--- src/rtl/plma_pkg.sv ---
// Shared constants, codes and types for the per-label mean accumulator.
// No dependencies; every other RTL file imports this package.
`default_nettype none

package plma_pkg;

    // Sizing
    localparam int MAX_LABELS  = 1024;
    localparam int SAMPLE_BITS = 32;
    localparam int ADDR_W      = $clog2(MAX_LABELS);

    // Field widths
    localparam int OP_W      = 2;
    localparam int LABEL_W   = 10;
    localparam int SAMPLE_W  = 32;
    localparam int CFG_W     = 11;
    localparam int SUM_W     = 64;
    localparam int CNT_W     = 32;
    localparam int MEAN_W    = 64;
    localparam int FRAC_BITS = 16;

    // Divider: dividend is |sum| << FRAC_BITS
    localparam int DIV_W      = SUM_W + FRAC_BITS;
    localparam int DIV_STEP_W = $clog2(DIV_W);

    // Label range compare width
    localparam int LIM_W = ($clog2(MAX_LABELS + 1) > CFG_W) ? $clog2(MAX_LABELS + 1) : CFG_W;

    localparam logic [CFG_W-1:0] LABEL_COUNT_RST = CFG_W'(1024);

    // Command queue
    localparam int QUEUE_DEPTH = 2;
    localparam int QPTR_W      = (QUEUE_DEPTH > 1) ? $clog2(QUEUE_DEPTH) : 1;
    localparam int QCNT_W      = $clog2(QUEUE_DEPTH + 1);

    // Operation codes on the input beat
    localparam logic [OP_W-1:0] OP_ACC   = 2'd0;
    localparam logic [OP_W-1:0] OP_READ  = 2'd1;
    localparam logic [OP_W-1:0] OP_CLEAR = 2'd2;

    typedef enum logic [1:0] {
        K_ACC   = 2'd0,
        K_READ  = 2'd1,
        K_CLEAR = 2'd2
    } kind_t;

    typedef struct packed {
        kind_t                  kind;
        logic                   ok;
        logic [LABEL_W-1:0]     label;
        logic [SAMPLE_BITS-1:0] sample;
    } cmd_t;

    typedef struct packed {
        logic [SUM_W-1:0] sum;
        logic [CNT_W-1:0] count;
    } entry_t;

    typedef struct packed {
        logic             start;
        logic [SUM_W-1:0] mag;
        logic [CNT_W-1:0] divisor;
    } div_req_t;

    typedef struct packed {
        logic             valid;
        logic [DIV_W-1:0] quot;
    } div_rsp_t;

endpackage

`default_nettype wire

--- src/rtl/plma_fifo.sv ---
// Short command queue between front end and execution back end.
// Depends on plma_pkg.
`default_nettype none

module plma_fifo import plma_pkg::*; (
    input  wire logic clk,
    input  wire logic rst_n,
    input  wire logic push,
    input  wire cmd_t push_cmd,
    input  wire logic pop,
    output logic      head_valid,
    output cmd_t      head,
    output logic      full
);

    cmd_t              slot_q [QUEUE_DEPTH];
    logic [QPTR_W-1:0] wr_ptr_reg, wr_ptr_next;
    logic [QPTR_W-1:0] rd_ptr_reg, rd_ptr_next;
    logic [QCNT_W-1:0] cnt_reg, cnt_next;
    logic              do_push;
    logic              do_pop;

    assign full       = (cnt_reg == QCNT_W'(QUEUE_DEPTH));
    assign head_valid = (cnt_reg != '0);
    assign head       = slot_q[rd_ptr_reg];
    assign do_push    = push && !full;
    assign do_pop     = pop && head_valid;

    always_comb
    begin
        wr_ptr_next = wr_ptr_reg;
        rd_ptr_next = rd_ptr_reg;
        cnt_next    = cnt_reg;
        if (do_push)
        begin
            wr_ptr_next = (wr_ptr_reg == QPTR_W'(QUEUE_DEPTH - 1)) ? '0 : wr_ptr_reg + 1'b1;
        end
        if (do_pop)
        begin
            rd_ptr_next = (rd_ptr_reg == QPTR_W'(QUEUE_DEPTH - 1)) ? '0 : rd_ptr_reg + 1'b1;
        end
        if (do_push && !do_pop)
        begin
            cnt_next = cnt_reg + 1'b1;
        end
        else if (do_pop && !do_push)
        begin
            cnt_next = cnt_reg - 1'b1;
        end
    end

    always_ff @(posedge clk or negedge rst_n)
    begin
        if (!rst_n)
        begin
            wr_ptr_reg <= '0;
            rd_ptr_reg <= '0;
            cnt_reg    <= '0;
        end
        else
        begin
            wr_ptr_reg <= wr_ptr_next;
            rd_ptr_reg <= rd_ptr_next;
            cnt_reg    <= cnt_next;
        end
    end

    always_ff @(posedge clk)
    begin
        if (do_push)
        begin
            slot_q[wr_ptr_reg] <= push_cmd;
        end
    end

endmodule

`default_nettype wire

--- config.mk ---
export PLATFORM = sky130hd
export DESIGN_NAME = plma_fifo
export DESIGN_NICKNAME = d
export VERILOG_FILES = /design/src/rtl/plma_pkg.sv /design/src/rtl/plma_fifo.sv
export SDC_FILE = /design/constraint.sdc
export NUM_CORES = 1
export LEC_CHECK = 0
export BUFFER_PORTS_ARGS = -buffer_cell sky130_fd_sc_hd__clkbuf_2
export CORE_ASPECT_RATIO = 1.4
export CORE_UTILIZATION = 56
export CTS_CLUSTER_SIZE = 30
export DETAILED_ROUTE_END_ITERATION = 6
export PLACE_DENSITY = 0.84
export SLEW_MARGIN = 20
export SYNTH_ARGS = -nofsm -noshare
export SYNTH_HDL_FRONTEND = slang
export SYNTH_SLANG_ARGS = --single-unit
--- constraint.sdc ---
create_clock -name clk -period 5.49 [get_ports clk]
set_input_delay 1.647 -clock clk [delete_from_list [all_inputs] [get_ports clk]]
set_output_delay 1.647 -clock clk [all_outputs]
set_load 0.02 [all_outputs]
==> parameters.txt <==
Parameter                              Value

Clock network
  Cell at the root of the clock tree    sky130_fd_sc_hd__clkbuf_8
  Later-pin clock latency in the skew report    340 ps
  Clock transition at the registers of the reported paths    80 ps
  TritonCTS Buffers    9
  Hold-fix buffer count after cts    0
  Clock Sinks    94
  Buffers inserted during post-CTS setup optimization    0
  Bufs on Longest Clock Path    2
  Htree depth    3
  CTS tree    built
  Post-cts sizing count    0

Logic synthesis
  Register bit total from synthesis    94
  Most frequent cell after synthesis    sky130_fd_sc_hd__edfxtp_1
  Post-Syn Area per Cell    22.94 um2
  Post-synthesis sequential area ratio    76.84%
  Cell area after technology mapping    3647 um2
  Synth Net Count    209
  Cell types with the highest counts after synthesis    sky130_fd_sc_hd__edfxtp_1, sky130_fd_sc_hd__mux2_4, sky130_fd_sc_hd__mux2_2
  Post-synthesis cell type with the largest combined area    sky130_fd_sc_hd__edfxtp_1
  Share of Yosys cell area claimed by the top area cell type    74.10%
  Mapped Cells    159
  Warnings, synthesis    0
  Fraction of registers with async set or reset after synthesis    4.255%
  Cells taking the most area after synthesis    sky130_fd_sc_hd__edfxtp_1, sky130_fd_sc_hd__mux2_4, sky130_fd_sc_hd__dfrtp_1, sky130_fd_sc_hd__buf_12, sky130_fd_sc_hd__mux2_2
  Ys flop type    sky130_fd_sc_hd__edfxtp_1
  Number of distinct library cells after synthesis    16
  Count of flip-flops with a built-in enable after synthesis    90

Finish
  Number of flip-flops under the largest register name    90
  Net count, final    312
  Count of antenna diodes in the layout    0
  Layout cell share with drive strength beyond 1    60.15%
  Filler Cells Inserted    423
  Post-synthesis to final-layout area growth    18.80%

Route
  Wirelength per Cell    16.61 um
  Number of routed nets with antenna violations    0
  Drt pass-1 iters    4
  Routed Wire Length    5.613 mm
  Remaining DRCs    0
  Via Count    1703
  Initial detailed-routing violation count    74
  Via density per instance    5.038

Timing
  RSZ-0062 raised after global routing    no
  Measured slew at the worst slew-check pin    1038 ps
  Max-slew violations    0
  Period utilization    70.89%
  Min Clock Period, post-route    3892 ps
  Number of hold-slack violations in the final timing report    0
  Highest achievable clock rate    257.0 MHz
  Relative slew slack    30.81%
  Worst setup skew after layout    6.999 ps
  # setup viols final    0
  Fin Setup TNS    0 ps
  Smallest hold slack    509.1 ps

Worst setup path
  Slowest cell delay on critical path    900 ps
  CP max stage cell    sky130_fd_sc_hd__dfrtp_2
  Endpoint arrival time on the critical path    2240 ps
  Kind of capture point of the worst setup path    output port
  Type of the worst setup path    reg2out
  Top fanout value on the critical path    28
  Gate family responsible for the most delay along the worst path    flip-flops
  CP cell instances    buf_4 -> mux2_2 -> clkbuf_2
  Required time at the worst-slack endpoint    3840 ps
  Worst path buffer plus inverter count    2
  Critical Path Start Type    flop

Global route
  Via count of the first global-routing pass    1778
  Maximum number of pins on one net before global-route repair    46
  Met2 track utilization from global routing    29.73%
  Total global routing overflow    0
  Global-route usage over all layers    17.37%
  Initial antenna violation count    0
  Global-route wire length before repair    8.638 mm
  Layer with the highest usage after global routing    met2
  Global-route track usage on met1    19.71%
  Met3 usage    6.224%

Die
  Rows    34
  Die width    70.21 um
  Initial standard-cell utilization of the core    58.32%
  Vertical die dimension    97.49 um
  Die area    6844 um2
  Ports    96
  Core area    6254 um2

Placement
  Number of buffer cells added on primary ports    95
  HPWL after detailed placement    3.859 mm
  RD Place Congestion    0.6247

Job
  Maximum capacitance violations    0

Pwr
  Power per Cell Area    542.8 nW/um2
  Leakage power    1.778 nW
  Max IR drop VDD    0.5032 mV

Worst hold path
  Worst hold path class    reg2reg

Outcome
  Run status    finished, final reports clean
[report_power, final]
| part | total [mW] | switching [mW] | internal [mW] |
|---|---|---|---|
| combinational | 0.840 | 0.454 | 0.387 |
| sequential | 1.08 | 0.100 | 0.984 |
| clock | 0.428 | 0.221 | 0.207 |
[final cells by class]
cell class | count | area [um2] | area share (%)
clock buffer | 9 | 123.9 | 2.859
clock inverter | 6 | 62.56 | 1.444
inverter | 2 | 7.507 | 0.1733
multi-input combinational | 58 | 754.5 | 17.41
sequential | 94 | 2804 | 64.71
tap | 72 | 90.09 | 2.079
timing repair buffer | 97 | 490.5 | 11.32
[routing by layer]
metal,part of all wire (%),vias to the layer above
met5,0,-
met3,4.4,9
met1,39,812
met4,1.9,0
met2,55,51
li1,-,831
[cell families after synthesis]
group                      Yosys count  synth area share [%]
xor gates and xnor gates             5                 1.201
adders and majority gates            1                0.3430
buffers and inverters                7                 2.710
DFF                                 94                 76.84
muxes                               45                 17.91
and+or+nand+nor                      7                0.9953
[stage by stage]
stage	area [um2]	setup WS (ps)	util, %	power [mW]	cells
2_1_floorplan	3647	1415	-	1.771	159
3_3_place_gp	4146	1941	66.31	1.934	323
3_5_place_dp	4146	1928	66.31	1.956	323
4_1_cts	4333	1538	69.29	2.383	338
5_1_grt	4333	1442	69.29	2.458	338
6_report	4333	1598	69.29	2.352	338
[placed cells by master (no fill, tap or decap), drive strengths merged]
master / n
dfrtp: 4
xor2: 2
nor2: 2
nand2: 2
ha: 1
or2: 1
clkinv: 2
xnor2: 3
clkbuf: 104
bufinv: 1
inv: 3
nand2b: 1
clkinvlp: 2
edfxtp: 90
buf: 2
mux2: 45
and3: 1
[worst register-to-register path, delay by kind of cell (launching register included)]
| kind | cells | cell delay, ps |
|---|---|---|
| DFF | 1 | 420 |
| buffers and inverters | 1 | 430 |
| and+or+nand+nor | 3 | 850 |
[final timing paths]
path	from	endpoint	slack, ps	depth (start not counted)
worst max register to register	cnt_reg[0]$_DFFE_PN0P_	slot_q[0][21]$_DFFE_PP_	3460	4
min in group asynchronous	rst_n	rd_ptr_reg$_DFFE_PN0P_	1100	1
worst min-delay path	cnt_reg[1]$_DFFE_PN0P_	cnt_reg[1]$_DFFE_PN0P_	510	1
worst max-delay path	rd_ptr_reg$_DFFE_PN0P_	head[28]	1600	3
max in group asynchronous	rst_n	rd_ptr_reg$_DFFE_PN0P_	4250	1
worst min register to register	cnt_reg[1]$_DFFE_PN0P_	cnt_reg[1]$_DFFE_PN0P_	510	1
No activity file was read; power rests on OpenSTA's default activity.
