==> src/rtl/plma_pkg.sv <==
// Shared constants, codes and types for the per-label mean accumulator.
// No dependencies; every other RTL file imports this package.
`default_nettype none

package plma_pkg;

    // Sizing
    localparam int MAX_LABELS  = 1024;
    localparam int SAMPLE_BITS = 32;
    localparam int ADDR_W      = $clog2(MAX_LABELS);

    // Field widths
    localparam int OP_W      = 2;
    localparam int LABEL_W   = 10;
    localparam int SAMPLE_W  = 32;
    localparam int CFG_W     = 11;
    localparam int SUM_W     = 64;
    localparam int CNT_W     = 32;
    localparam int MEAN_W    = 64;
    localparam int FRAC_BITS = 16;

    // Divider: dividend is |sum| << FRAC_BITS
    localparam int DIV_W      = SUM_W + FRAC_BITS;
    localparam int DIV_STEP_W = $clog2(DIV_W);

    // Label range compare width
    localparam int LIM_W = ($clog2(MAX_LABELS + 1) > CFG_W) ? $clog2(MAX_LABELS + 1) : CFG_W;

    localparam logic [CFG_W-1:0] LABEL_COUNT_RST = CFG_W'(1024);

    // Command queue
    localparam int QUEUE_DEPTH = 2;
    localparam int QPTR_W      = (QUEUE_DEPTH > 1) ? $clog2(QUEUE_DEPTH) : 1;
    localparam int QCNT_W      = $clog2(QUEUE_DEPTH + 1);

    // Operation codes on the input beat
    localparam logic [OP_W-1:0] OP_ACC   = 2'd0;
    localparam logic [OP_W-1:0] OP_READ  = 2'd1;
    localparam logic [OP_W-1:0] OP_CLEAR = 2'd2;

    typedef enum logic [1:0] {
        K_ACC   = 2'd0,
        K_READ  = 2'd1,
        K_CLEAR = 2'd2
    } kind_t;

    typedef struct packed {
        kind_t                  kind;
        logic                   ok;
        logic [LABEL_W-1:0]     label;
        logic [SAMPLE_BITS-1:0] sample;
    } cmd_t;

    typedef struct packed {
        logic [SUM_W-1:0] sum;
        logic [CNT_W-1:0] count;
    } entry_t;

    typedef struct packed {
        logic             start;
        logic [SUM_W-1:0] mag;
        logic [CNT_W-1:0] divisor;
    } div_req_t;

    typedef struct packed {
        logic             valid;
        logic [DIV_W-1:0] quot;
    } div_rsp_t;

endpackage

`default_nettype wire

==> src/rtl/plma_if.sv <==
// Valid/ready channel interfaces for the input and result beats.
// Depends on plma_pkg for field widths.
`default_nettype none

interface plma_in_if import plma_pkg::*; ();
    logic                       valid;
    logic                       ready;
    logic [OP_W-1:0]            operation;
    logic [LABEL_W-1:0]         label;
    logic signed [SAMPLE_W-1:0] sample;

    modport source (output valid, output operation, output label, output sample, input ready);
    modport sink   (input valid, input operation, input label, input sample, output ready);
endinterface


`default_nettype wire

==> src/rtl/plma_front.sv <==
// Front end: input handshake, label_count register, command decode.
// Depends on plma_pkg and plma_in_if.
`default_nettype none

module plma_front import plma_pkg::*; (
    input  wire logic             clk,
    input  wire logic             rst_n,
    plma_in_if.sink               item,
    input  wire logic             cfg_we,
    input  wire logic [CFG_W-1:0] cfg_wdata,
    input  wire logic             init_busy,
    input  wire logic             q_full,
    output logic                  q_push,
    output cmd_t                  q_cmd
);

    logic [CFG_W-1:0] label_count_reg;
    logic             label_ok;
    logic             keep;
    kind_t            kind;

    always_ff @(posedge clk or negedge rst_n)
    begin
        if (!rst_n)
        begin
            label_count_reg <= LABEL_COUNT_RST;
        end
        else if (cfg_we)
        begin
            label_count_reg <= cfg_wdata;
        end
    end

    // label < min(label_count, MAX_LABELS)
    assign label_ok = (LIM_W'(item.label) < LIM_W'(label_count_reg)) &&
                      (LIM_W'(item.label) < LIM_W'(MAX_LABELS));

    always_comb
    begin
        kind = K_ACC;
        keep = 1'b0;
        unique case (item.operation)
            OP_ACC:
            begin
                kind = K_ACC;
                keep = label_ok;    // out-of-range samples are dropped here
            end
            OP_READ:
            begin
                kind = K_READ;
                keep = 1'b1;
            end
            OP_CLEAR:
            begin
                kind = K_CLEAR;
                keep = 1'b1;
            end
            default:
            begin
                kind = K_ACC;
                keep = 1'b0;
            end
        endcase
    end

    assign item.ready   = !q_full && !init_busy;
    assign q_push       = item.valid && item.ready && keep;
    assign q_cmd.kind   = kind;
    assign q_cmd.ok     = label_ok;
    assign q_cmd.label  = item.label;
    assign q_cmd.sample = item.sample[SAMPLE_BITS-1:0];

endmodule

`default_nettype wire

==> src/flat_wrapper.sv <==
// flat-port wrapper written by rule: the top's interface ports become plain ports
module plma_front_flat import plma_pkg::*;
  (clk, rst_n, cfg_we, cfg_wdata, init_busy, q_full, q_push, q_cmd, item_valid, item_operation, item_label, item_sample, item_ready);
  plma_in_if item_i ();
  input  wire logic clk;
  input  wire logic rst_n;
  input  wire logic cfg_we;
  input  wire logic [CFG_W-1:0] cfg_wdata;
  input  wire logic init_busy;
  input  wire logic q_full;
  output logic q_push;
  output cmd_t q_cmd;
  input wire logic [$bits(item_i.valid)-1:0] item_valid;
  input wire logic [$bits(item_i.operation)-1:0] item_operation;
  input wire logic [$bits(item_i.label)-1:0] item_label;
  input wire logic [$bits(item_i.sample)-1:0] item_sample;
  output wire logic [$bits(item_i.ready)-1:0] item_ready;
  assign item_i.valid = item_valid;
  assign item_i.operation = item_operation;
  assign item_i.label = item_label;
  assign item_i.sample = item_sample;
  assign item_ready = item_i.ready;
  plma_front u_core (.clk(clk), .rst_n(rst_n), .item(item_i), .cfg_we(cfg_we), .cfg_wdata(cfg_wdata), .init_busy(init_busy), .q_full(q_full), .q_push(q_push), .q_cmd(q_cmd));
endmodule
==> config.mk <==
export PLATFORM = sky130hd
export DESIGN_NAME = plma_front_flat
export DESIGN_NICKNAME = d
export VERILOG_FILES = /design/src/rtl/plma_pkg.sv /design/src/rtl/plma_if.sv /design/src/rtl/plma_front.sv /design/src/flat_wrapper.sv
export SDC_FILE = /design/constraint.sdc
export NUM_CORES = 1
export LEC_CHECK = 0
export BUFFER_PORTS_ARGS = -buffer_cell sky130_fd_sc_hd__buf_4
export CAP_MARGIN = 20
export CELL_PAD_IN_SITES_DETAIL_PLACEMENT = 2
export CELL_PAD_IN_SITES_GLOBAL_PLACEMENT = 2
export CORE_MARGIN = 2
export CORE_UTILIZATION = 18
export CTS_CLUSTER_SIZE = 12
export DETAILED_ROUTE_END_ITERATION = 10
export PLACE_DENSITY = 0.85
export SLEW_MARGIN = 20
export SYNTH_ARGS = -nofsm -noshare
export SYNTH_HDL_FRONTEND = slang
export SYNTH_SLANG_ARGS = --single-unit
export TNS_END_PERCENT = 1
==> constraint.sdc <==
create_clock -name clk -period 4.79 [get_ports clk]
set_input_delay 0.958 -clock clk [delete_from_list [all_inputs] [get_ports clk]]
set_output_delay 0.958 -clock clk [all_outputs]
set_load 0.01 [all_outputs]
==> results_dict.tcl <==
set metrics [dict create \
    min_period_over_period_pct 65.4 \
    final_nets 196 \
    worst_pin_slew_ns 0.300 \
    worst_setup_path_end_kind "output port" \
    synth_area_um2 1040 \
    routabilityCongestion 0.690 \
    fin_setup_tns_ns 0 \
    hp-class "flop to flop" \
    fill_cells 648 \
    h-tree-depth 1 \
    post_cts_buffers 0 \
    largest_reg_flops 11 \
    io-pin-count 108 \
    ir_worst_vdd_mv 0.0711 \
    dp_hpwl_um 2040 \
    routed-via-count 726 \
    drt_iter0_drc 7 \
    drt-total-wl_um 2350 \
    grt_max_degree 21 \
    tritoncts "built" \
    cts.clk_slew.worst_paths_ns 0.05 \
    cp_data_required_time_ns 3.83 \
    clockRootBuffer "clkbuf_8" \
    die_area_um2 6380 \
    critPathLaunchType "input port" \
    insertion_delay_ns 0.23 \
    placementRows 27 \
    rsz0062_at_grt "no" \
    avgViaCountPerCell 3.76 \
    grt_usage_pct 7.67 \
    die_width_um 79.9 \
    period_needed_ns 3.13 \
    die_h_um 79.9 \
    worst-path-max-fanout 2 \
    hold_viol 0 \
    dp_cells 189 \
    port_buffers 43 \
    hold_depth 1 \
    grt_pass1_wl_um 3710 \
    routedWlPerCell_um 12.2 \
    finClkSkew_ns 0 \
    overflow 0 \
    maxSlewViolCount 0 \
    antennaDiodeCount 0 \
    ff_latch_area_um2 277 \
    mostFrequentLayoutCell "buf_4" \
    cts_resized 0 \
    yosysSeqAreaShare_pct 26.7 \
    p_leak_nw 0.585 \
    firstDrtPassIters 4 \
    ff2ff_path_depth 1 \
    crit_arrival_ns 2.17 \
    ant_nets 0 \
    syn-instance-count 119 \
    path_class "input port to output port" \
    cts_buffers 3 \
    coreArea_um2 5540 \
    drive_gt1_share_pct 41.3 \
    synth-seq-cells 11 \
    ctsHoldBuffers 0 \
    cts_sinks 11 \
    cap_violations 0 \
    ys.warnings.count 0 \
    synthToLayoutAreaGrowth_pct 12.2 \
    clk_path_buf_depth 2 \
    syn-num-nets 193 \
    fmax_ghz 0.319 \
    synth.distinct_cells 24 \
    mostFrequentLayoutCells "buf_4, ha_1, inv_1, nand2_1, dfrtp_1" \
    drc 0 \
    status "finished clean" \
    power_density_nw_per_um2 237 \
    start_util_pct 18.7 \
    antenna_found_initial 0 \
    grt_pass1_vias 812 \
    multiInputGateArea_um2 387 \
    slew_headroom_pct 79.9 \
    syn_avg_cell_area_um2 8.71 \
    finalSetupViolCount 0 \
    instances_no_fill 193 \
]
==> metrics by stage <==
stage          setup slack [ns]  utilization (%)  total power, mW  hold slack, ns  cell area, µm²
2_1_floorplan              1.92                -            0.178           0.482            1040
3_3_place_gp               1.66             20.2            0.183           0.495            1120
3_5_place_dp               1.62             20.2            0.188           0.539            1120
4_1_cts                    1.62             21.0            0.281           0.549            1160
5_1_grt                    1.53             21.0            0.296           0.556            1160
6_report                   1.66             21.0            0.275           0.536            1160
==> Yosys cell counts <==
cell type / number / area, µm²
a31oi_1: 1 / 6.26
nand4_1: 1 / 6.26
o32a_1: 1 / 10.0
inv_1: 11 / 41.3
a21oi_1: 2 / 10.0
mux2_2: 2 / 22.5
clkbuf_1: 1 / 3.75
dfstp_2: 1 / 26.3
nor2_1: 3 / 11.3
buf_2: 1 / 5.00
ha_1: 13 / 163
o311ai_1: 1 / 8.76
nand2_1: 11 / 41.3
a211oi_1: 1 / 7.51
o21ai_1: 1 / 5.00
nor3_1: 1 / 5.00
nor4b_2: 1 / 15.0
buf_4: 43 / 323
nand2b_1: 1 / 6.26
o21ai_0: 9 / 45.0
o31ai_1: 1 / 7.51
dfrtp_1: 10 / 250
nand4b_1: 1 / 8.76
a21o_1: 1 / 7.51
==> area by class of cell <==
type	instances	share of cell area [%]
clock buffer	4	3.88
sequential	11	23.8
multi-input combinational	52	33.3
tap	72	7.75
inverter	11	3.55
timing repair buffer	43	27.8
==> worst max-delay path: stages <==
cell	delay [ns]
buf_4	0.12
ha_1	0.30
a21o_1	0.18
a31oi_1	0.22
o311ai_1	0.13
o21ai_1	0.14
buf_4	0.14
==> per-layer routing <==
metal,vias to the layer above,GRT usage (%),wire [µm]
li1,350,-,-
met1,330,7.71,866
met2,36,13.0,1160
met3,10,2.83,257
met4,0,5.42,74
met5,-,0,0
==> cell families (layout without fill, tap and decap cells) <==
| logic type | Yosys count | count (layout) | share of synthesized area, % |
|---|---|---|---|
| mux | 2 | 2 | 2.17 |
| compound gates | 18 | 18 | 10.4 |
| simple gates | 19 | 19 | 9.06 |
| buf+inv | 56 | 58 | 36.0 |
| fa+ha+maj | 13 | 13 | 15.7 |
| flops | 11 | 11 | 26.7 |
==> worst paths after layout <==
kind	from	end	slack, ns
setup / recovery	item_label[2]	q_push	1.66
hold reg to reg	u_core.label_count_reg[0]	u_core.label_count_reg[0]	0.54
max in group asynchronous	rst_n	u_core.label_count_reg[10]	4.01
hold / removal	u_core.label_count_reg[0]	u_core.label_count_reg[0]	0.54
setup reg to reg	u_core.label_count_reg[0]	u_core.label_count_reg[0]	4.03
min in group asynchronous	rst_n	u_core.label_count_reg[7]	0.55
==> power by group <==
| part | switching, mW | internal [mW] | leakage [nW] | total (mW) |
|---|---|---|---|---|
| combinational | 0.0377 | 0.0409 | 0.430 | 0.0787 |
| clock | 0.0334 | 0.0583 | 0.0228 | 0.0917 |
| sequential | 0.00271 | 0.102 | 0.131 | 0.105 |
| total | 0.0738 | 0.201 | 0.585 | 0.275 |
(Power assumes the default switching activity.)
