File: src/rtl/plma_pkg.sv
// Shared constants, codes and types for the per-label mean accumulator.
// No dependencies; every other RTL file imports this package.
`default_nettype none

package plma_pkg;

    // Sizing
    localparam int MAX_LABELS  = 1024;
    localparam int SAMPLE_BITS = 32;
    localparam int ADDR_W      = $clog2(MAX_LABELS);

    // Field widths
    localparam int OP_W      = 2;
    localparam int LABEL_W   = 10;
    localparam int SAMPLE_W  = 32;
    localparam int CFG_W     = 11;
    localparam int SUM_W     = 64;
    localparam int CNT_W     = 32;
    localparam int MEAN_W    = 64;
    localparam int FRAC_BITS = 16;

    // Divider: dividend is |sum| << FRAC_BITS
    localparam int DIV_W      = SUM_W + FRAC_BITS;
    localparam int DIV_STEP_W = $clog2(DIV_W);

    // Label range compare width
    localparam int LIM_W = ($clog2(MAX_LABELS + 1) > CFG_W) ? $clog2(MAX_LABELS + 1) : CFG_W;

    localparam logic [CFG_W-1:0] LABEL_COUNT_RST = CFG_W'(1024);

    // Command queue
    localparam int QUEUE_DEPTH = 2;
    localparam int QPTR_W      = (QUEUE_DEPTH > 1) ? $clog2(QUEUE_DEPTH) : 1;
    localparam int QCNT_W      = $clog2(QUEUE_DEPTH + 1);

    // Operation codes on the input beat
    localparam logic [OP_W-1:0] OP_ACC   = 2'd0;
    localparam logic [OP_W-1:0] OP_READ  = 2'd1;
    localparam logic [OP_W-1:0] OP_CLEAR = 2'd2;

    typedef enum logic [1:0] {
        K_ACC   = 2'd0,
        K_READ  = 2'd1,
        K_CLEAR = 2'd2
    } kind_t;

    typedef struct packed {
        kind_t                  kind;
        logic                   ok;
        logic [LABEL_W-1:0]     label;
        logic [SAMPLE_BITS-1:0] sample;
    } cmd_t;

    typedef struct packed {
        logic [SUM_W-1:0] sum;
        logic [CNT_W-1:0] count;
    } entry_t;

    typedef struct packed {
        logic             start;
        logic [SUM_W-1:0] mag;
        logic [CNT_W-1:0] divisor;
    } div_req_t;

    typedef struct packed {
        logic             valid;
        logic [DIV_W-1:0] quot;
    } div_rsp_t;

endpackage

`default_nettype wire

File: src/rtl/plma_div.sv
// Radix-2 restoring divider, one quotient bit per cycle.
// Computes (mag << FRAC_BITS) / divisor; depends on plma_pkg.
`default_nettype none

module plma_div import plma_pkg::*; (
    input  wire logic     clk,
    input  wire logic     rst_n,
    input  wire div_req_t req,
    output div_rsp_t      rsp
);

    logic                  busy_reg;
    logic                  done_reg;
    logic [DIV_STEP_W-1:0] step_reg;
    logic [CNT_W-1:0]      rem_reg;
    logic [DIV_W-1:0]      dq_reg;     // dividend shifts out, quotient shifts in
    logic [CNT_W-1:0]      dvs_reg;

    logic [CNT_W:0]   trial;
    logic [CNT_W+1:0] diff;
    logic             fits;
    logic [CNT_W-1:0] rem_next;

    assign trial    = {rem_reg, dq_reg[DIV_W-1]};
    assign diff     = {1'b0, trial} - {2'b00, dvs_reg};
    assign fits     = !diff[CNT_W+1];
    assign rem_next = fits ? diff[CNT_W-1:0] : trial[CNT_W-1:0];

    always_ff @(posedge clk or negedge rst_n)
    begin
        if (!rst_n)
        begin
            busy_reg <= 1'b0;
            done_reg <= 1'b0;
            step_reg <= '0;
        end
        else if (req.start)
        begin
            busy_reg <= 1'b1;
            done_reg <= 1'b0;
            step_reg <= DIV_STEP_W'(DIV_W - 1);
        end
        else if (busy_reg)
        begin
            if (step_reg == '0)
            begin
                busy_reg <= 1'b0;
                done_reg <= 1'b1;
            end
            else
            begin
                step_reg <= step_reg - 1'b1;
            end
        end
    end

    always_ff @(posedge clk)
    begin
        if (req.start)
        begin
            dq_reg  <= {req.mag, {FRAC_BITS{1'b0}}};
            rem_reg <= '0;
            dvs_reg <= req.divisor;
        end
        else if (busy_reg)
        begin
            dq_reg  <= {dq_reg[DIV_W-2:0], fits};
            rem_reg <= rem_next;
        end
    end

    assign rsp.valid = done_reg;
    assign rsp.quot  = dq_reg;

endmodule

`default_nettype wire

File: config.mk
export PLATFORM = sky130hd
export DESIGN_NAME = plma_div
export DESIGN_NICKNAME = d
export VERILOG_FILES = /design/src/rtl/plma_pkg.sv /design/src/rtl/plma_div.sv
export SDC_FILE = /design/constraint.sdc
export NUM_CORES = 1
export LEC_CHECK = 0
export ABC_CLOCK_PERIOD_IN_PS = 4600
export BUFFER_PORTS_ARGS = -buffer_cell sky130_fd_sc_hd__buf_4
export CORE_MARGIN = 10
export CORE_UTILIZATION = 48
export CTS_BUF_LIST = sky130_fd_sc_hd__clkbuf_8
export CTS_CLUSTER_DIAMETER = 40
export DETAILED_ROUTE_END_ITERATION = 12
export PLACE_DENSITY = 0.72
export SYNTH_ARGS = -nofsm -noshare
export SYNTH_HDL_FRONTEND = slang
export SYNTH_SLANG_ARGS = --single-unit
File: constraint.sdc
create_clock -name clk -period 4.6 [get_ports clk]
set_clock_uncertainty 0.1 [all_clocks]
set_input_delay 0.23 -clock clk [delete_from_list [all_inputs] [get_ports clk]]
set_output_delay 0.23 -clock clk [all_outputs]
set_load 0.05 [all_outputs]
==> results.py, run 1 <==
metrics = {
    "worst_setup_path": {
        "r2r_end": "rem_reg[30]",
        "worst-r2r-setup-slack_ns": 1.37,
        "cp-endpoint": "rem_reg[30]",
        "crit_path_end_kind": "flip-flop",
        "r2r-start": "dq_reg[79]",
        "start_kind": "flip-flop",
        "required_ns": 4.87,
        "setup.worst_path.class": "reg -> reg",
        "crit_start": "dq_reg[79]",
        "crit_fanout": 4,
        "ff2ff_path_depth": 12,
        "arrival_ns": 3.50,
    },
    "global_route": {
        "grt.total_usage_pct": 20.5,
        "antenna_found_initial": 0,
        "grt_overflow": 0,
        "grt_max_degree": 78,
        "grt_pass1_wl_um": 36200,
        "grt_pass1_vias": 6789,
    },
    "logic_synthesis": {
        "synth_area_leaders": "edfxtp_1 (37%), dfxtp_1 (12%), a22o_1 (7.0%), ha_1 (5.4%), mux2i_1 (5.1%)",
        "syn_area_mm2": 0.00788,
        "synth_cell_type_count": 64,
        "synth_top_cell_area_share_pct": 36.6,
        "synth-async-reset-ratio_pct": 5.88,
        "avgSynthCellArea_um2": 10.8,
        "syn_inst": 726,
        "ys_seq_elements": 153,
        "synth_flop_cell": "edfxtp_1",
        "syn-num-nets": 860,
        "yosysSeqAreaShare_pct": 51.7,
        "ys_warn_count": 0,
        "yosysTopAreaCell": "edfxtp_1",
        "synth_edf_count": 96,
    },
    "floorplan": {
        "start_util_pct": 49.2,
        "dieArea_mm2": 0.0219,
        "fp-row-count": 46,
        "io-pin-count": 180,
        "die_w_um": 148,
        "core_mm2": 0.0160,
        "die_h_um": 148,
    },
    "sta": {
        "worst_hold_slack_ns": 0.256,
        "period_needed_ns": 3.23,
        "worst_slew_pin_slew_ns": 0.908,
        "rsz0062_at_grt": "false",
        "period_share_pct": 70.1,
        "setup_slack_ns": 1.37,
        "finalHoldViolations": 0,
        "fmax_ghz": 0.310,
        "relSlewSlack_pct": 39.4,
        "setup_violations": 0,
        "drv_slew": 0,
        "tns_ns": 0,
    },
    "clocking": {
        "root_buffer": "clkbuf_8",
        "cts_num_sinks": 153,
        "htreeDepth": 4,
        "cts_tree": "done",
        "cts_resized": 0,
        "clockBufferDepth": 2,
        "clk_pin_slew_ns": 0.09,
        "clock_latency_ns": 0.46,
        "numCtsBuffers": 17,
    },
    "cells_and_area": {
        "final_core_util_pct": 67.1,
        "drive_gt1_share_pct": 22.6,
        "final_cell_mix": "buf_4 (184), dlygate4sd3_1 (99), edfxtp_1 (96), a22o_1 (63), nand2_1 (59)",
        "fillers": 1240,
        "antennaDiodeCount": 0,
        "final_common_cell": "buf_4",
        "largest_reg_flops": 80,
        "area_delta_synth_final_pct": 36.3,
        "final_cell_count_no_fill": 1217,
        "nets": 1122,
    },
    "placed_design": {
        "dp_hpwl_um": 15600,
        "gp_congestion": 0.910,
        "dp_cells": 1086,
        "port_buffers": 179,
        "dpl_worst_slack_ns": 1.42,
    },
    "power_and_ir_drop": {
        "p_leak_nw": 4.70,
        "ir_worst_vdd_v": 0.000319,
        "powerDensity_mw_per_mm2": 307,
    },
    "route": {
        "drcViolationCount": 0,
        "wl_per_cell_um": 18.8,
        "drtIter0Drc": 518,
        "postRouteAntennaNets": 0,
        "dr.pass1.iters": 5,
        "vias_per_cell": 5.51,
        "totalWireLength_um": 22900,
        "via_count": 6706,
    },
    "run_status": {
        "outcome": "finished, final reports clean",
    },
    "worst_hold_path": {
        "hold_path_class": "in -> reg",
    },
    "run": {
        "drv_cap": 0,
    },
}
## synthesized netlist by cell type (all sizes together) (3+ instances only)
cell and number:
edfxtp 96, a22o 63, nand2 60, nor2 53, inv 49, dfxtp 48, mux2i 40, a21oi 36
ha 34, o21ai 32, clkbuf 30, a211oi 19, xor2 17, xnor2 15, buf 10, nand2b 10
nand3 10, nor3 10, dfrtp 9, a21o 7, o31ai 7, nor4 6, o21a 6, and3 4
o211ai 4, o41ai 4, a22oi 3, a31oi 3, and2 3, nand4b 3, o2111ai 3, or3 3
## power breakdown
group,switching (mW),internal [mW]
clock network,0.533,0.517
logic,0.382,0.266
registers,0.0495,1.55
## routing by layer
layer | vias up | share of wire (%) | GRT usage (%)
met5 | - | 0 | 0
met4 | 0 | 1.4 | 5.50
met3 | 21 | 8.7 | 7.89
met2 | 261 | 50 | 34.3
met1 | 3205 | 40 | 24.0
li1 | 3219 | - | -
## logic make-up (layout without fill, tap and decap cells)
group           after synthesis  after routing  share of synthesized area (%)
fa+ha+maj                    35             35                           5.66
buf+inv                      89            364                           4.94
compound gates              203            203                           18.8
flops                       153            153                           51.7
xor+xnor                     32             32                           3.56
mux                          40             40                           5.08
simple gates                174            174                           10.3
## area by class of cell
cell class	count	area, µm²	area share (%)
Multi-Input combinational cell	484	3430	31.9
Inverter	49	184	1.71
Clock buffer	19	262	2.44
Clock inverter	13	145	1.35
Sequential cell	153	4070	37.9
Timing Repair Buffer	283	2370	22.1
Tap cell	216	270	2.52
## critical path: stages, from the launching register on
cell      delay, ns
edfxtp_1       0.43
inv_1          0.08
ha_1           0.16
inv_1          0.06
fa_1           0.41
a21oi_1        0.22
o211ai_1       0.22
a211oi_1       0.47
o31ai_1        0.20
a21oi_1        0.34
o21ai_0        0.15
xnor2_1        0.14
o211ai_1       0.17
## metrics by stage
step / cell area [µm²] / power [mW]
after global placement: 9330 / 2.19
final: 10700 / 3.29
after CTS: 10700 / 3.31
after detailed placement: 9330 / 2.19
after floorplan: 7880 / 1.98
after global routing: 10700 / 3.42
## worst min path at each step
stage / endpoint / slack, ns / startpoint / cells after the start
5_1_grt: step_reg[4] / 0.27 / req[96] / 2
3_3_place_gp: step_reg[6] / -0.04 / rst_n / 1
2_1_floorplan: busy_reg / -0.17 / rst_n / 0
4_1_cts: dq_reg[1] / 0.24 / req[96] / 2
6_report: step_reg[4] / 0.26 / req[96] / 2
3_5_place_dp: done_reg / -0.04 / rst_n / 1
## timing repair
| item | CTS | global route |
|---|---|---|
| endpoints found under the setup margin | 0 | 0 |
| hold endpoints to repair | 105 | 0 |
| buffers inserted | 0 | 0 |
| hold buffers | 99 | 0 |
Note: power is estimated with default switching activity, not from simulation.
==> inputs of run 2 (changes only) <==
ABC_AREA = 1   (was not set)
ABC_CLOCK_PERIOD_IN_PS = 2900   (was 4600)
PLACE_DENSITY = 0.74   (was 0.72)
clock period = 2.9 ns   (was 4.6 ns; I/O delays follow)
==> results.py, run 2 <==
metrics = {
    "logic_synthesis": {
        "yosysTopAreaCell": "edfxtp_1",
        "ys_seq_elements": 153,
        "synth_area_leaders": "edfxtp_1 (33%), nand2_1 (15%), dfxtp_1 (11%), inv_1 (7.8%), a22o_1 (6.4%)",
        "yosysMostFrequentCell": "nand2_1",
        "synth_top_cell_area_share_pct": 33.3,
        "syn-num-nets": 1179,
        "synth-async-reset-ratio_pct": 5.88,
        "synth_cell_type_count": 44,
        "ys_warn_count": 0,
        "synth_flop_cell": "edfxtp_1",
        "syn_inst": 1045,
        "avgSynthCellArea_um2": 8.28,
        "syn_area_mm2": 0.00866,
        "yosysSeqAreaShare_pct": 47.0,
        "synth_commonest_cells": "nand2_1 (354), inv_1 (180), edfxtp_1 (96), a22o_1 (63), nand3_1 (61)",
        "synth_edf_count": 96,
    },
    "floorplan": {
        "die_w_um": 154,
        "fp-row-count": 49,
        "start_util_pct": 48.5,
        "core_mm2": 0.0178,
        "dieArea_mm2": 0.0238,
        "io-pin-count": 180,
        "die_h_um": 154,
    },
    "cells_and_area": {
        "drive_gt1_share_pct": 18.8,
        "final_cell_mix": "nand2_1 (354), buf_4 (183), inv_1 (181), dlygate4sd3_1 (99), edfxtp_1 (96)",
        "area_delta_synth_final_pct": 34.1,
        "fin_area_mm2": 0.0116,
        "nets": 1451,
        "largest_reg_flops": 80,
        "final_common_cell": "nand2_1",
    },
    "worst_setup_path": {
        "timing.critical_path.cells": "inv_1 -> ha_1 -> inv_1 -> fa_1 -> nand3_1 -> nand3_1 -> nand2_1 -> nand2_1 -> nand2_1 -> nand2_1 -> nand2_1 -> nand2_1 -> nand2_1 -> nand3_1 -> nand2_1 -> nand2_1",
        "arrival_ns": 2.80,
        "start_kind": "flip-flop",
        "worst-r2r-setup-slack_ns": 0.37,
        "crit_path_end_kind": "flip-flop",
        "crit_fanout": 4,
        "setup.worst_path.class": "reg -> reg",
        "cpMostUsedCell": "nand2_1",
        "crit_slowest_cell": "fa_1",
        "required_ns": 3.17,
        "slowest_delay_ns": 0.45,
    },
    "placed_design": {
        "port_buffers": 179,
        "gp_congestion": 0.940,
        "place_area_mm2": 0.0102,
        "dpl_worst_slack_ns": 0.418,
        "dp_hpwl_um": 17900,
    },
    "sta": {
        "worst_slew_pin_slew_ns": 0.478,
        "period_share_pct": 87.2,
        "drv_slew": 0,
        "rsz0062_at_grt": "false",
        "tns_ns": 0,
        "finalHoldViolations": 0,
        "relSlewSlack_pct": 68.1,
        "setup_violations": 0,
        "setup_slack_ns": 0.371,
        "period_needed_ns": 2.53,
        "fmax_ghz": 0.395,
    },
    "global_route": {
        "grt.total_usage_pct": 21.4,
        "grt_max_degree": 98,
        "grt_pass1_wl_um": 41500,
        "grt_pass1_vias": 8009,
        "grt_overflow": 0,
        "antenna_found_initial": 3,
    },
    "clocking": {
        "clock_latency_ns": 0.48,
        "cts_tree": "done",
        "clk_pin_slew_ns": 0.09,
        "root_buffer": "clkbuf_8",
        "cts_num_sinks": 153,
        "numCtsBuffers": 17,
        "cts_resized": 0,
        "clockBufferDepth": 2,
        "htreeDepth": 4,
    },
    "route": {
        "vias_per_cell": 5.12,
        "dr.pass1.iters": 5,
        "wl_per_cell_um": 16.7,
        "postRouteAntennaNets": 0,
        "drtIter0Drc": 610,
        "drcViolationCount": 0,
        "via_count": 8001,
        "totalWireLength_um": 26100,
    },
    "run_status": {
        "outcome": "finished, final reports clean",
    },
    "power_and_ir_drop": {
        "p_switching_mw": 1.72,
        "power.internal_mw": 3.81,
        "swShare_pct": 31.1,
        "powerDensity_mw_per_mm2": 477,
        "p_clk_share_pct": 33.3,
        "pwr-share-comb_pct": 20.8,
        "ir_worst_vdd_v": 0.000333,
        "p_leak_nw": 5.94,
        "p_seq_share_pct": 45.9,
    },
    "run": {
        "drv_cap": 0,
    },
    "worst_hold_path": {
        "hold_path_class": "in -> reg",
    },
}
## run 2: changes by cell type after synthesis, sizes merged, moves of 7 or more
cell	before	now
o21ai	32	9
nand2	60	362
a211oi	19	0
a21o	7	0
nand2b	10	0
nand3	10	64
mux2i	40	0
nand3b	1	20
xor2	17	0
a21oi	36	18
o22ai	2	15
clkbuf	30	18
inv	49	181
## run 2: power groups by stage
stage,Combinational [mW],Sequential [mW],Clock [mW]
floorplan,0.374,2.86,0
global placement,1.02,2.58,0
detailed placement,1.03,2.58,0
CTS,1.14,2.54,1.88
global route,1.23,2.56,1.95
finish,1.15,2.54,1.84
## run 2: final cells by class
type	count	area [µm²]
fillers	1464	6230
flip-flops and latches	153	4070
multi-input cells	678	3690
repair buffers	285	2420
inverters	182	683
well taps	229	287
clock buffers	17	234
clock inverters	15	211
diodes	4	10.0
## run 2: kinds of logic after synthesis
logic type      synth area share, %
flops                          47.0
buf+inv                        10.5
simple gates                   26.5
fa+ha+maj                      5.15
compound gates                 9.38
xor+xnor                       1.52
## run 2: what timing repair did
item                                   CTS  global route
endpoints found under the hold margin  118             0
hold buffers                            99             0
buffers inserted                         0             0
## run 2: critical path: cells and delay by family (launching register included)
kind / cells / cell delay, ns
adder cells (fa/ha/maj): 2 / 0.60
AND/OR/NAND/NOR: 12 / 1.16
flip-flops: 1 / 0.40
buffers and inverters: 2 / 0.19
## run 2: path summary, 6_finish.rpt
kind                                   from     endpoint  depth (start not counted)
worst max-delay path             dq_reg[79]  rem_reg[30]                         16
worst min-delay path                 req[3]   dvs_reg[3]                          2
worst max register to register   dq_reg[79]  rem_reg[30]                         16
worst min register to register  rem_reg[15]  rem_reg[15]                          2
max in group asynchronous             rst_n     busy_reg                          3
min in group asynchronous             rst_n  step_reg[6]                          3
## run 2: per-layer routing
layer  vias to the layer above  share of wire, %  GRT usage (%)
li1                       3931                 -              -
met4                         0               2.4           7.38
met3                        49               9.3           7.54
met5                         -                 0              0
met1                      3686                41           25.5
met2                       335                48           35.1
## run 2: per-stage QoR
stage          hold slack [ns]  util (%)  power [mW]  instances
3_3_place_gp            -0.124      57.0        3.60       1428
4_1_cts                  0.274      65.0        5.55       1559
3_5_place_dp            -0.125      57.0        3.60       1428
5_1_grt                  0.275      65.1        5.73       1562
2_1_floorplan           -0.251         -        3.24       1045
6_report                 0.295      65.1        5.53       1563
